`config.mk`:
```
export PLATFORM = sky130hd
export DESIGN_NAME = acji_queue
export DESIGN_NICKNAME = d
export VERILOG_FILES = /design/src/rtl/acji_pkg.sv /design/src/rtl/acji_queue.sv
export SDC_FILE = /design/constraint.sdc
export NUM_CORES = 1
export LEC_CHECK = 0
export BUFFER_PORTS_ARGS = -buffer_cell sky130_fd_sc_hd__buf_4
export CELL_PAD_IN_SITES_DETAIL_PLACEMENT = 1
export CELL_PAD_IN_SITES_GLOBAL_PLACEMENT = 1
export CORE_AREA = 5 5 241 243
export CTS_BUF_LIST = sky130_fd_sc_hd__clkbuf_2 sky130_fd_sc_hd__clkbuf_4 sky130_fd_sc_hd__clkbuf_8
export CTS_CLUSTER_SIZE = 24
export DETAILED_ROUTE_END_ITERATION = 7
export DIE_AREA = 0 0 246 248
export PLACE_DENSITY_LB_ADDON = 0.1
export SLEW_MARGIN = 20
export SYNTH_ARGS = -nofsm -noshare
export SYNTH_HDL_FRONTEND = slang
export SYNTH_SLANG_ARGS = --single-unit
```
`constraint.sdc`:
```
create_clock -name i_clk -period 19.3 [get_ports i_clk]
set_input_delay 0.965 -clock i_clk [delete_from_list [all_inputs] [get_ports i_clk]]
set_output_delay 0.965 -clock i_clk [all_outputs]
set_load 0.1 [all_outputs]
```
`src/rtl/acji_pkg.sv`:
```
// Shared types and constants for the affine cell Jacobian inverse block.
package acji_pkg;

    localparam int unsigned RAW_BITS = 32;
    localparam int unsigned DIF_BITS = 34;
    localparam int unsigned PRD_BITS = 68;
    localparam int unsigned COF_BITS = 70;
    localparam int unsigned DET_BITS = 106;
    localparam int unsigned DIV_BITS = 138;
    // Cofactor split for the determinant products: low chunk and operand width
    localparam int unsigned LOW_BITS = 35;
    localparam int unsigned OPD_BITS = 36;

    typedef struct packed {
        logic              is_tetrahedron;
        logic [1:0]        vertex_index;
        logic signed [31:0] x;
        logic signed [31:0] y;
        logic signed [31:0] z;
    } t_in_item;

    typedef struct packed {
        logic signed [31:0] inv_00;
        logic signed [31:0] inv_01;
        logic signed [31:0] inv_02;
        logic signed [31:0] inv_10;
        logic signed [31:0] inv_11;
        logic signed [31:0] inv_12;
        logic signed [31:0] inv_20;
        logic signed [31:0] inv_21;
        logic signed [31:0] inv_22;
        logic [47:0]        abs_det;
        logic               singular;
    } t_out_item;

    // One finished cell: edge-vector matrix handed from front to back.
    typedef struct packed {
        logic                          tet;
        logic signed [DIF_BITS-1:0]    f00, f01, f02;
        logic signed [DIF_BITS-1:0]    f10, f11, f12;
        logic signed [DIF_BITS-1:0]    f20, f21, f22;
    } t_cell_job;

    typedef enum logic [2:0] {
        S_IDLE,
        S_COF,
        S_DET,
        S_MAG,
        S_CHK,
        S_DIV,
        S_OUT
    } t_back_state;

endpackage

```
`src/rtl/acji_queue.sv`:
```
// Two-entry queue between front and back.
module acji_queue
    import acji_pkg::*;
(
    input  logic      i_clk,
    input  logic      i_rst_n,
    input  logic      i_valid,
    output logic      o_stall,
    input  t_cell_job i_data,
    output logic      o_valid,
    input  logic      i_stall,
    output t_cell_job o_data
);

    t_cell_job  r_mem [2];
    logic       r_wp, r_rp;
    logic [1:0] r_cnt;
    logic       w_push, w_pop;

    assign o_stall = r_cnt == 2'd2;
    assign o_valid = r_cnt != 2'd0;
    assign o_data  = r_mem[r_rp];
    assign w_push  = i_valid && !o_stall;
    assign w_pop   = o_valid && !i_stall;

    always_ff @(posedge i_clk) begin
        if (w_push) begin
            r_mem[r_wp] <= i_data;
        end
    end

    // Advance pointers
    always_ff @(posedge i_clk) begin
        if (!i_rst_n) begin
            r_wp  <= 1'b0;
            r_rp  <= 1'b0;
            r_cnt <= 2'd0;
        end else begin
            if (w_push) r_wp <= !r_wp;
            if (w_pop) r_rp <= !r_rp;
            r_cnt <= r_cnt + 2'(w_push) - 2'(w_pop);
        end
    end

endmodule

```
Yosys cells after proc, flatten, opt, wreduce, memory -nomap -nowiden
Memories as Yosys holds them, arrays and structs flattened. A register that Yosys moved wholly into a read port is not among the register bits.
Cells that the tools add are included.
W data, S select, Z words.
- register bits after elaboration: 4
- latch bits: 0
- RAM bits: 614
- memory bits (read-only): 0
- input port bits: 311
- output and inout bits: 309
- memories: 1
- add/sub/neg operators: 2
- $mul: 0
- div/mod/pow operators: 0
- magnitude comparators: 0
- eq/ne operators: 1
- shift operators: 0
- muxes and demuxes: 4
- bitwise logic cells: 0
- reduce and logical (&&, ||, !) cells: 7
- memory list (name ; words ; width ; read ports ; clocked after memory_dff ; write ports ; RTL line ; RTL):
    r_mem ; 2 ; 307 ; 1 ; 1 ; 1 ; acji_queue.sv:15 ; t_cell_job r_mem [2];
- operators with widths (kind ; count):
    $logic_not A1 Y1 ; 4
    $mux W1 ; 4
    $add A2 B1 Y2 ; 1
    $eq A2 B2 Y1 const B ; 1
    $logic_and A1 B1 Y1 ; 2
    $reduce_bool A2 Y1 ; 1
    $sub A2 B1 Y2 ; 1

Longest topological paths before layout
- word-level depth: 5
- depth in mapped cells: 8

Least setup slack after synthesis
OpenSTA, ideal clock, no wires.
- kind: input -> register
- start point: in i_valid
- end point: mem r_mem[0][0] (netlist name), enable pin
- library setup time: 981 ps
- arrival time: 13768 ps
- required time: 18319 ps
- setup slack: 4551 ps
- stages on the path: 2
- buffers on the path: 0
- cell sequence: nand2_1 nor2_1
- longest elaborated chain between the ends: 3
- ends and longest elaborated chain (item ; RTL line ; RTL):
    start: declaration ; acji_queue.sv:7 ; input logic i_valid,
    $logic_and A1 B1 Y1 ; acji_queue.sv:23 ; assign w_push = i_valid && !o_stall;
    $mux W1 ; acji_queue.sv:27 ; if (w_push) begin
    $mux W1 (not written as such) ; acji_queue.sv:28 ; r_mem[r_wp] <= i_data;
    end: declaration ; acji_queue.sv:15 ;
No other way between the ends.

Worst setup path after layout
- start point: reg r_cnt[0]
- end point: mem r_mem[1][113] (netlist name), enable pin
- longest elaborated chain between the ends: 5
- ends and longest elaborated chain (item ; RTL line ; RTL):
    start: declaration ; acji_queue.sv:17 ; logic [1:0] r_cnt;
    start signal: assignment ; acji_queue.sv:41 ; r_cnt <= r_cnt + 2'(w_push) - 2'(w_pop);
    $eq A2 B2 Y1 ; acji_queue.sv:20 ; assign o_stall = r_cnt == 2'd2;
    $logic_not A1 Y1 ; acji_queue.sv:23 ;
    $logic_and A1 B1 Y1 ; acji_queue.sv:23 ;
    $mux W1 ; acji_queue.sv:27 ;
    $mux W1 (not written as such) ; acji_queue.sv:28 ;
No other way between the ends.

==> flow_summary.yaml <==
detailed_routing:
  ant_nets: 0
  first_pass_iters: 4
  vias: 11900
  met3WireLength_mm: 6.04
  finalWirelength_mm: 60.1
  routed_via_density: 4.73
  avgRoutedWirePerCell_um: 23.9
  drc: 0
  wl_met1_mm: 20.3
  drt_iter0_drc: 550
  top_layer_used: "met5"
  wl_met2_mm: 32.2
yosys:
  yosys-top-cells-area: "edfxtp_1 79%, mux2_4 15%, mux2_2 3.7%"
  synthXorXnorAreaFrac: 0.000750
  synth_commonest_cells: "614 x edfxtp_1, 230 x mux2_4, 77 x mux2_2"
  synth-compound-area-share: 0
  synth_edf_count: 614
  synth_most_common_cell: "edfxtp_1"
  yosysTopAreaCell: "edfxtp_1"
  syn_avg_cell_area_sq_um: 23.8
  syn_nets: 1294
  yosysSeqAreaShare: 0.794
  syn-cell-area_sq_mm: 0.0233
  yosys.area_share.simple: 0.00279
  synth_top_family_by_area: "multiplexers"
  syn_inst: 981
  synth_fa_ha_area_frac: 0.00107
  yosys.area.top_type_share: 0.790
  synth-main-ff-cell: "edfxtp_1"
  synth_mux_area_frac: 0.186
  async_flop_share: 0
  ys_ff_latch: 619
  ys_warn_count: 0
  ys_types: 18
cts:
  clock-root-buffer: "clkbuf_8"
  cts_buffers: 102
  cts_sinks: 619
  path_clk_slew_ns: 0.06
  cts_tree: "done"
  cts_resized: 0
  cts_hold_buf: 0
  cts-htree-levels: 3
  clock_path_buffers: 3
  post_cts_buffers: 0
  clkLatencyLatePin_ns: 0.68
timing:
  skew_ns: 0.0321
  finalSetupViolCount: 0
  tightest_slew_ns: 1.16
  fin_setup_tns_ns: 0
  slew_headroom: 0.229
  fmax_mhz: 237
  fin_crit_sh: 0.219
  final_max_slew_viol_count: 0
  period_minus_slack_ns: 4.22
  final_hold_viol_count: 0
  rsz0062_at_grt: "false"
outcome:
  outcome: "completed"
floorplanning:
  die_h_um: 248
  num_rows: 87
  die_w_um: 246
  core_sq_mm: 0.0557
  initial_utilization: 0.419
  io_pins: 620
  dieArea_sq_mm: 0.0610
global_routing:
  grt_overflow: 0
  track_usage: 0.186
  grt_start_max_net_pins: 132
  antenna_found_initial: 15
  grt_pass1_vias: 12900
  grt_pass1_wl_mm: 82.6
cells_and_area:
  drive_gt1_frac: 0.627
  final_core_util: 0.551
  area_growth_pct: 31.5
  num-nets-final: 1993
  design_area_sq_mm: 0.0307
worst_setup_path:
  cp-end-kind: "register"
  critPathTopFamily: "buffers and inverters"
  crit_top_cell: "buf_4"
  worstSetupPathType: "reg2reg"
  slowest_stage: "buf_4"
  reg2reg_depth: 5
  path_depth: 5
  crit_required_ns: 19.58
  crit_fanout: 69
  max_stage_delay_ns: 0.90
  crit_buf_inv: 3
  setup.worst_path.start_class: "register"
  arrival_ns: 4.50
  cp_cell_sequence: "nand2b_1 > and3_4 > buf_4 > buf_4 > buf_4"
job:
  drv_cap: 0
placement:
  hpwlAfterDp_mm: 42.5
  postPlaceCellArea_sq_mm: 0.0287
  gp_congestion: 0.759
  io_buffers: 619
worst_hold_path:
  hold_class: "in2reg"
  hold-path-cell-count: 1
power_and_ir_drop:
  p_sw_frac: 0.446
  seq_power_share: 0.338
  power.density_mw_per_mm2: 168
  pwr-share-comb: 0.449
  power.internal_w: 0.00286
  leakagePower_nw: 11.9
  clkPwrFrac: 0.214
  total_power_w: 0.00517
  vdd.ir_drop.worst_mv: 0.0909
  switchingPower_w: 0.00230
## flip-flops by register name, summed over array words and instances (netlist names), named ones only
name	flops
r_cnt	2
r_mem	614
r_wp	1
r_rp	1
## worst reg2reg max path, delay by kind of cell (launching register included)
family	cells	cell delay [ns]
and+or+nand+nor	2	0.84
DFF	1	0.34
buffers and inverters	3	2.62
## through the flow
stage               hold WS, ns  setup slack, ns  std cells
global route              0.398            14.80       2513
CTS                       0.391            14.99       2508
detailed placement        0.469            14.47       2332
global placement          0.449            14.50       2332
floorplan                 0.452             4.55        981
finish                    0.464            15.08       2515
## area by class of cell
class	instances	area, sq um
Clock buffer	147	1780
Antenna cell	7	17.5
Sequential cell	619	18500
Tap cell	756	946
Timing Repair Buffer	629	4750
Fill cell	5077	25000
Clock inverter	29	184
Multi-Input combinational cell	326	4470
Inverter	2	7.51
## power groups by stage
stage                     sequential [W]  combinational [W]  clock [W]
after CTS                        0.00175            0.00234    0.00114
after global placement           0.00176            0.00233          0
after floorplan                  0.00183            0.00189          0
final                            0.00174            0.00232    0.00110
after global routing             0.00176            0.00237    0.00121
after detailed placement         0.00177            0.00233          0
## final timing paths
path	from	to	slack, ns
min reg2reg	r_rp	register	0.47
min	i_data[32]	r_mem[0][32]	0.46
max reg2reg	r_cnt[0]	r_mem[1][113]	15.08
max	r_cnt[0]	r_mem[1][113]	15.08
## per-layer routing
layer / vias up / GRT usage
met5: - / 0
met4: 16 / 0.0602
met3: 111 / 0.0887
met2: 421 / 0.335
met1: 6028 / 0.191
li1: 5330 / -
## cell usage in the layout (no fill, tap or decap)
cell          n
edfxtp_1    614
nand2_1       3
clkbuf_4     39
nand2b_1      3
nor2_4        1
mux2_2       77
buf_6         1
dfxtp_1       4
clkinv_2      5
mux2i_1       3
xnor2_1       1
diode_2       7
nor2b_1       2
xor2_1        1
clkinvlp_4    3
inv_6         1
buf_12        2
clkbuf_8    108
buf_4       626
bufinv_16     2
and3_4        1
clkinv_1     18
and2_1        1
inv_1         2
ha_1          2
dfxtp_4       1
or2_2         1
mux2_4      230
## kinds of logic (layout without fill, tap and decap cells)
group / after synthesis / after routing
fa+ha+maj: 2 / 2
simple gates: 12 / 12
xor+xnor: 2 / 2
flops: 619 / 619
other cells: 0 / 7
buf+inv: 36 / 807
mux: 310 / 310
(Power assumes the default switching activity.)
