==> src/rtl/acji_pkg.sv <==
// Shared types and constants for the affine cell Jacobian inverse block.
package acji_pkg;

    localparam int unsigned RAW_BITS = 32;
    localparam int unsigned DIF_BITS = 34;
    localparam int unsigned PRD_BITS = 68;
    localparam int unsigned COF_BITS = 70;
    localparam int unsigned DET_BITS = 106;
    localparam int unsigned DIV_BITS = 138;
    // Cofactor split for the determinant products: low chunk and operand width
    localparam int unsigned LOW_BITS = 35;
    localparam int unsigned OPD_BITS = 36;

    typedef struct packed {
        logic              is_tetrahedron;
        logic [1:0]        vertex_index;
        logic signed [31:0] x;
        logic signed [31:0] y;
        logic signed [31:0] z;
    } t_in_item;

    typedef struct packed {
        logic signed [31:0] inv_00;
        logic signed [31:0] inv_01;
        logic signed [31:0] inv_02;
        logic signed [31:0] inv_10;
        logic signed [31:0] inv_11;
        logic signed [31:0] inv_12;
        logic signed [31:0] inv_20;
        logic signed [31:0] inv_21;
        logic signed [31:0] inv_22;
        logic [47:0]        abs_det;
        logic               singular;
    } t_out_item;

    // One finished cell: edge-vector matrix handed from front to back.
    typedef struct packed {
        logic                          tet;
        logic signed [DIF_BITS-1:0]    f00, f01, f02;
        logic signed [DIF_BITS-1:0]    f10, f11, f12;
        logic signed [DIF_BITS-1:0]    f20, f21, f22;
    } t_cell_job;

    typedef enum logic [2:0] {
        S_IDLE,
        S_COF,
        S_DET,
        S_MAG,
        S_CHK,
        S_DIV,
        S_OUT
    } t_back_state;

endpackage

==> src/rtl/acji_front.sv <==
// Front end: vertex store and edge-vector matrix formation for each cell.
module acji_front
    import acji_pkg::*;
#(
    parameter int COORD_BITS = 32
) (
    input  logic      i_clk,
    input  logic      i_rst_n,
    input  logic      i_valid,
    output logic      o_stall,
    input  t_in_item  i_data,
    output logic      o_job_valid,
    input  logic      i_job_stall,
    output t_cell_job o_job
);

    localparam int CW = (COORD_BITS < 32) ? COORD_BITS : 32;

    logic signed [CW-1:0] r_sx [4];
    logic signed [CW-1:0] r_sy [4];
    logic signed [CW-1:0] r_sz [4];
    logic                 r_job_valid;
    t_cell_job            r_job;
    logic                 w_acc;
    logic                 w_last;
    t_cell_job            n_job;
    logic signed [CW-1:0] w_x, w_y, w_z;
    logic signed [CW-1:0] w_vx [4];
    logic signed [CW-1:0] w_vy [4];
    logic signed [CW-1:0] w_vz [4];

    assign o_stall     = r_job_valid && i_job_stall;
    assign w_acc       = i_valid && !o_stall;
    assign w_last      = i_data.vertex_index == (i_data.is_tetrahedron ? 2'd3 : 2'd2);
    assign w_x         = i_data.x[CW-1:0];
    assign w_y         = i_data.y[CW-1:0];
    assign w_z         = i_data.z[CW-1:0];
    assign o_job_valid = r_job_valid;
    assign o_job       = r_job;

    // Merge the incoming vertex with the stored ones
    always_comb begin
        for (int k = 0; k < 4; k++) begin
            w_vx[k] = (i_data.vertex_index == 2'(k)) ? w_x : r_sx[k];
            w_vy[k] = (i_data.vertex_index == 2'(k)) ? w_y : r_sy[k];
            w_vz[k] = (i_data.vertex_index == 2'(k)) ? w_z : r_sz[k];
        end
    end

    // Form edge vectors
    always_comb begin
        n_job     = '0;
        n_job.tet = i_data.is_tetrahedron;
        n_job.f00 = DIF_BITS'(w_vx[1]) - DIF_BITS'(w_vx[0]);
        n_job.f01 = DIF_BITS'(w_vx[2]) - DIF_BITS'(w_vx[0]);
        n_job.f10 = DIF_BITS'(w_vy[1]) - DIF_BITS'(w_vy[0]);
        n_job.f11 = DIF_BITS'(w_vy[2]) - DIF_BITS'(w_vy[0]);
        if (i_data.is_tetrahedron) begin
            n_job.f02 = DIF_BITS'(w_vx[3]) - DIF_BITS'(w_vx[0]);
            n_job.f12 = DIF_BITS'(w_vy[3]) - DIF_BITS'(w_vy[0]);
            n_job.f20 = DIF_BITS'(w_vz[1]) - DIF_BITS'(w_vz[0]);
            n_job.f21 = DIF_BITS'(w_vz[2]) - DIF_BITS'(w_vz[0]);
            n_job.f22 = DIF_BITS'(w_vz[3]) - DIF_BITS'(w_vz[0]);
        end else begin
            n_job.f22 = DIF_BITS'(65536);
        end
    end

    // Store vertex
    always_ff @(posedge i_clk) begin
        if (w_acc) begin
            r_sx[i_data.vertex_index] <= w_x;
            r_sy[i_data.vertex_index] <= w_y;
            r_sz[i_data.vertex_index] <= w_z;
        end
    end

    // Hand off the cell job
    always_ff @(posedge i_clk) begin
        if (!i_rst_n) begin
            r_job_valid <= 1'b0;
        end else if (!o_stall) begin
            r_job_valid <= w_acc && w_last;
        end
    end

    always_ff @(posedge i_clk) begin
        if (w_acc && w_last) begin
            r_job <= n_job;
        end
    end

endmodule

==> config.mk <==
export PLATFORM = sky130hd
export DESIGN_NAME = acji_front
export DESIGN_NICKNAME = d
export VERILOG_FILES = /design/src/rtl/acji_pkg.sv /design/src/rtl/acji_front.sv
export SDC_FILE = /design/constraint.sdc
export NUM_CORES = 1
export LEC_CHECK = 0
export BUFFER_PORTS_ARGS = -buffer_cell sky130_fd_sc_hd__buf_2
export CELL_PAD_IN_SITES_DETAIL_PLACEMENT = 1
export CELL_PAD_IN_SITES_GLOBAL_PLACEMENT = 1
export CORE_ASPECT_RATIO = 1.1
export CORE_MARGIN = 1
export CORE_UTILIZATION = 48
export CTS_CLUSTER_DIAMETER = 120
export CTS_CLUSTER_SIZE = 25
export DETAILED_ROUTE_END_ITERATION = 8
export GPL_TIMING_DRIVEN = 1
export PLACE_DENSITY = 0.82
export REMOVE_ABC_BUFFERS = 1
export SLEW_MARGIN = 20
export SYNTH_ARGS = -nofsm -noshare
export SYNTH_HDL_FRONTEND = slang
export SYNTH_SLANG_ARGS = --single-unit
==> constraint.sdc <==
create_clock -name i_clk -period 30 [get_ports i_clk]
set_input_delay 4.5 -clock i_clk [delete_from_list [all_inputs] [get_ports i_clk]]
set_output_delay 4.5 -clock i_clk [all_outputs]
set_load 0.03 [all_outputs]
Word-level counts from Yosys, hierarchy flattened
Memory sizes are Yosys's and may differ from the RTL's.
Index checks and enable logic that the tools add are counted.
Storage, ports and cells
  memories: 3
  output and inout port bits: 309
  input bits: 103
  memory bits (writable): 384
  bits in registers: 308
Operators by class
  equal/unequal tests: 4
  reduce and logical (&&, ||, !) cells: 5
  add/subtract/negate cells: 9
  mux-type cells: 15
Memories
  r_sx: depth 4, width 32, read ports 4, clocked after memory_dff 0, wr ports 1, line acji_front.sv:19  | logic signed [CW-1:0] r_sx [4];
  r_sy: depth 4, width 32, read ports 4, clocked after memory_dff 0, wr ports 1, line acji_front.sv:20  | logic signed [CW-1:0] r_sy [4];
  r_sz: depth 4, width 32, read ports 4, clocked after memory_dff 0, wr ports 1, line acji_front.sv:21  | logic signed [CW-1:0] r_sz [4];
Operators by type and width (number)
  2-to-1 mux 32 bit: 12
  subtractor 32 x 32 -> 33 bit: 9
  == test 2 bit, second input constant: 2
  logical AND 1 bit: 3
  2-to-1 mux 1 bit: 3
  == test 2 x 1 -> 1 bit, second input constant: 1
  == test 2 bit: 1
  zero test 2 bit: 1
  zero test 1 bit: 1

Depth between registers and ports, before layout
  depth after elaboration: 5
  mapped depth: 22
  gate-level depth less buffers: 16

Worst setup path after synthesis
Ideal clock, no wire load.
  kind: in2reg
  start: input port i_data[96] in the netlist's numbering
  end: register r_job (netlist bit o_job[0]), enable pin
  data required time: 28.675 ns
  stages: 11
  buffers on the path: 9
  library setup time: 1.325 ns
  slack: 2.453 ns
  data arrival time: 26.223 ns
  cells stage by stage: buf_6 > buf_6 > buf_6 > buf_6 > buf_6 > buf_2 > buf_2 > buf_2 > buf_1 > xor2_1 > nor3_1
On the way
  word-level cells in the longest chain between the ends: 2
RTL lines
  start, declared: line acji_front.sv:11  | input t_in_item i_data,
  == test 2 bit: line acji_front.sv:34  | assign w_last = i_data.vertex_index == (i_data.is_tetrahedron ? 2'd3 : 2'd2);
  logical AND 1 bit: line acji_front.sv:88  | if (w_acc && w_last) begin
  end signal, assigned: line acji_front.sv:89  | r_job <= n_job;
  end, declared: line acji_front.sv:23  | t_cell_job r_job;
Every way passes these cells.
A chain may end at the register's enable or synchronous reset.

Final worst setup path
  start: input port i_data[97] in the netlist's numbering
  end: register r_job (netlist bit o_job[129]) (data pin)
On the way
  word-level cells in the longest chain between the ends: 3
  elaborated cells between the ends (all ways): 5
  those cells by class: add/sub (1); eq/ne (1); mux (2); reduce/logical (1)
RTL lines
  == test 2 bit or zero test 2 bit (tied branches): line acji_front.sv:45  | w_vy[k] = (i_data.vertex_index == 2'(k)) ? w_y : r_sy[k];
  2-to-1 mux 32 bit: line acji_front.sv:45
  subtractor 32 x 32 -> 33 bit *: line acji_front.sv:60  | n_job.f12 = DIF_BITS'(w_vy[3]) - DIF_BITS'(w_vy[0]);
Mark *: on every way between the ends. The rest lies on a longest branch, timed or not.

==> impl_metrics.py <==
metrics = {
    "outcome": {
        "outcome": "finished, final reports clean",
    },
    "yosys": {
        "yosys-top-cells-area": "edfxtp_1, nand2_1, ha_1",
        "ys_async_sr_fraction_pct": 0,
        "synth_top_cell_by_area": "edfxtp_1",
        "synth-seq-cells": 683,
        "ys_warn_count": 0,
        "synth_area_um2": 45930,
        "ys.flop_type": "edfxtp_1",
        "synth.distinct_cells": 120,
        "synth_top_area_share_pct": 44.59,
        "syn-instance-count": 4714,
        "synth.avg_cell_area_um2": 9.744,
        "synth-edff-count": 682,
        "synth-seq-area-share_pct": 44.63,
    },
    "place": {
        "portBuffers": 411,
        "place_inst": 6139,
        "hpwl_um": 107100,
        "finalWeightedCongestion": 0.9423,
    },
    "clock_tree": {
        "post_cts_buffers": 0,
        "clockBufferDepth": 3,
        "cts_resized": 0,
        "cts_root_buf": "clkbuf_16",
        "tritoncts": "done",
        "cts.hold.buffers_added": 0,
        "clk_latency_ns": 0.62,
        "cts_made_buffers": 34,
        "clock_sinks": 683,
        "clk_pin_slew_ns": 0.10,
        "h-tree-depth": 2,
    },
    "global_route": {
        "grt_pass1_wl_um": 228700,
        "grt_pass1_vias": 38783,
        "antenna_found_initial": 25,
        "grt_overflow_total": 0,
        "track_usage_pct": 30.01,
        "grt_max_degree": 174,
    },
    "routing": {
        "drt_first_iter_violations": 2859,
        "antenna_left": 0,
        "finalWirelength_um": 149300,
        "dr_total_vias": 38041,
        "post_drt_wl_per_cell_um": 24.07,
        "vias_per_cell": 6.133,
        "drt_first_pass_iters": 7,
        "drc": 0,
    },
    "timing": {
        "fin_setup_tns_ns": 0,
        "drv_slew": 0,
        "finalCritPeriodShare_pct": 34.43,
        "tightest_slew_ns": 1.050,
        "finalSetupViolations": 0,
        "rsz0062_at_grt": "no",
        "hold_viol": 0,
        "clock_skew_ns": 0.02969,
        "fin_crit_ns": 10.33,
        "relSlewSlack_pct": 30.03,
        "fmax_mhz": 96.80,
    },
    "job": {
        "cap_violations": 0,
    },
    "worst_setup_path": {
        "critPathLaunchType": "primary input",
        "critPathKind": "in2reg",
        "end_kind": "flip-flop",
        "arrival_ns": 10.68,
        "reg2regPathDepth": 14,
        "cp_max_fo": 111,
        "required_ns": 30.35,
    },
    "floorplanning": {
        "row_count": 118,
        "num_io_pins": 412,
        "die_h_um": 326.4,
        "coreArea_um2": 94490,
        "dieArea_um2": 96930,
        "die_w_um": 296.9,
        "start_util_pct": 48.61,
    },
    "hold_path": {
        "min_path_type": "reg2reg",
        "hold_depth": 3,
    },
    "layout": {
        "final_cell_mix": "nand2_1, edfxtp_1, buf_2",
        "syn2layout_area_growth_pct": 8.099,
        "num-nets-final": 5253,
        "drive_above_1_share_pct": 12.16,
        "final_common_cell": "nand2_1",
        "fin_util_pct": 52.55,
        "stdcell_count": 6203,
        "fillers": 10738,
    },
    "power": {
        "p_leak_nw": 20.26,
        "totalPowerFinal_mw": 2.391,
        "peakVddDrop_mv": 0.03722,
        "p_per_area_nw_per_um2": 48.15,
    },
}
==> metal layers <==
| layer | vias up | share of wire [%] | GRT usage (%) |
|---|---|---|---|
| met3 | 247 | 5.6 | 3.259 |
| met2 | 1200 | 49 | 51.87 |
| li1 | 17603 | - | - |
| met5 | - | 0.054 | 0 |
| met1 | 18979 | 42 | 38.85 |
| met4 | 12 | 3.5 | 10.89 |
==> cells by family (layout without fill, tap and decap cells) <==
group	Yosys count	in the layout	synth area share [%]
muxes	153	153	3.481
xor gates and xnor gates	339	339	6.481
other	0	16	0
AOI/OAI and AO/OA	1150	1150	17.03
adders and majority gates	252	252	6.772
DFF	683	683	44.63
and+or+nand+nor	1745	1745	17.71
buffers and inverters	392	605	3.898
==> per-stage QoR <==
stage	setup WS [ns]	instance area, um2	hold WS, ns
floorplan	3.730	44590	0.6620
global placement	19.32	48570	0.5669
detailed placement	19.18	48570	0.5887
CTS	19.82	49580	0.6139
global route	19.37	49630	0.6675
finish	19.67	49650	0.6007
==> critical path, cell delays in order <==
cell       delay (ns)
clkbuf_8         0.51
or2_4            0.64
buf_4            0.71
buf_4            0.65
mux2i_1          0.51
ha_1             0.34
o2bb2ai_1        0.13
o21ai_0          0.15
o2111ai_1        0.30
o22ai_1          0.11
a211oi_1         0.36
o21ai_1          0.22
o21ai_2          0.37
a22oi_1          0.33
o31ai_1          0.37
xnor2_1          0.17
nor2_1           0.06
==> final cells by class <==
class                      instances  area [um2]  share of cell area (%)
sequential                       683       20500                   41.29
multi-input combinational       3639       23730                   47.79
antenna                           16       40.04                 0.08064
tap                             1260        1577                   3.175
clock buffer                      42       944.7                   1.903
inverter                         118       449.2                  0.9047
clock inverter                     5       72.57                  0.1462
timing repair buffer             440        2340                   4.712
==> cells in the mapped netlist, types with 18 or more instances <==
cell type and number:
nor2b_1 72, o21ai_1 25, a211oi_1 34, xor2_1 136, nand4_1 47, buf_6 24, clkbuf_1 178, inv_1 116
a22oi_1 20, a21o_1 145, and3_1 28, nor3b_1 35, o211ai_1 20, nand2_1 864, nand2b_1 79, a31oi_1 51
xnor2_1 202, buf_1 18, ha_1 234, a21boi_0 19, nand3b_1 23, buf_2 28, o22ai_1 22, nor3_1 64
o21bai_1 36, o21ai_0 176, and2_1 35, mux2i_1 135, buf_4 24, o21a_1 34, nor2_1 308, nand3_1 77
a21oi_1 312, o31ai_1 24, edfxtp_1 682
==> worst paths after layout <==
path                       to  slack, ns        start
setup / recovery   o_job[129]      19.67   i_data[97]
hold / removal    o_job_valid       0.60  o_job_valid
setup reg to reg   o_job[232]      25.56   r_sx[3][1]
hold reg to reg   o_job_valid       0.60  o_job_valid
==> flip-flops by register name, indices dropped and copies added (netlist names) <==
| signal | flops |
|---|---|
| r_sy | 128 |
| o_job | 298 |
| r_sz | 128 |
| r_sx | 128 |
| o_job_valid | 1 |
==> report_power, final <==
group	switching [mW]	leakage [nW]	internal (mW)	total, mW
sequential	0.0221	6.27	1.11	1.14
combinational	0.455	13.5	0.238	0.693
clock	0.325	0.499	0.237	0.561
No activity file was read; power rests on OpenSTA's default activity.
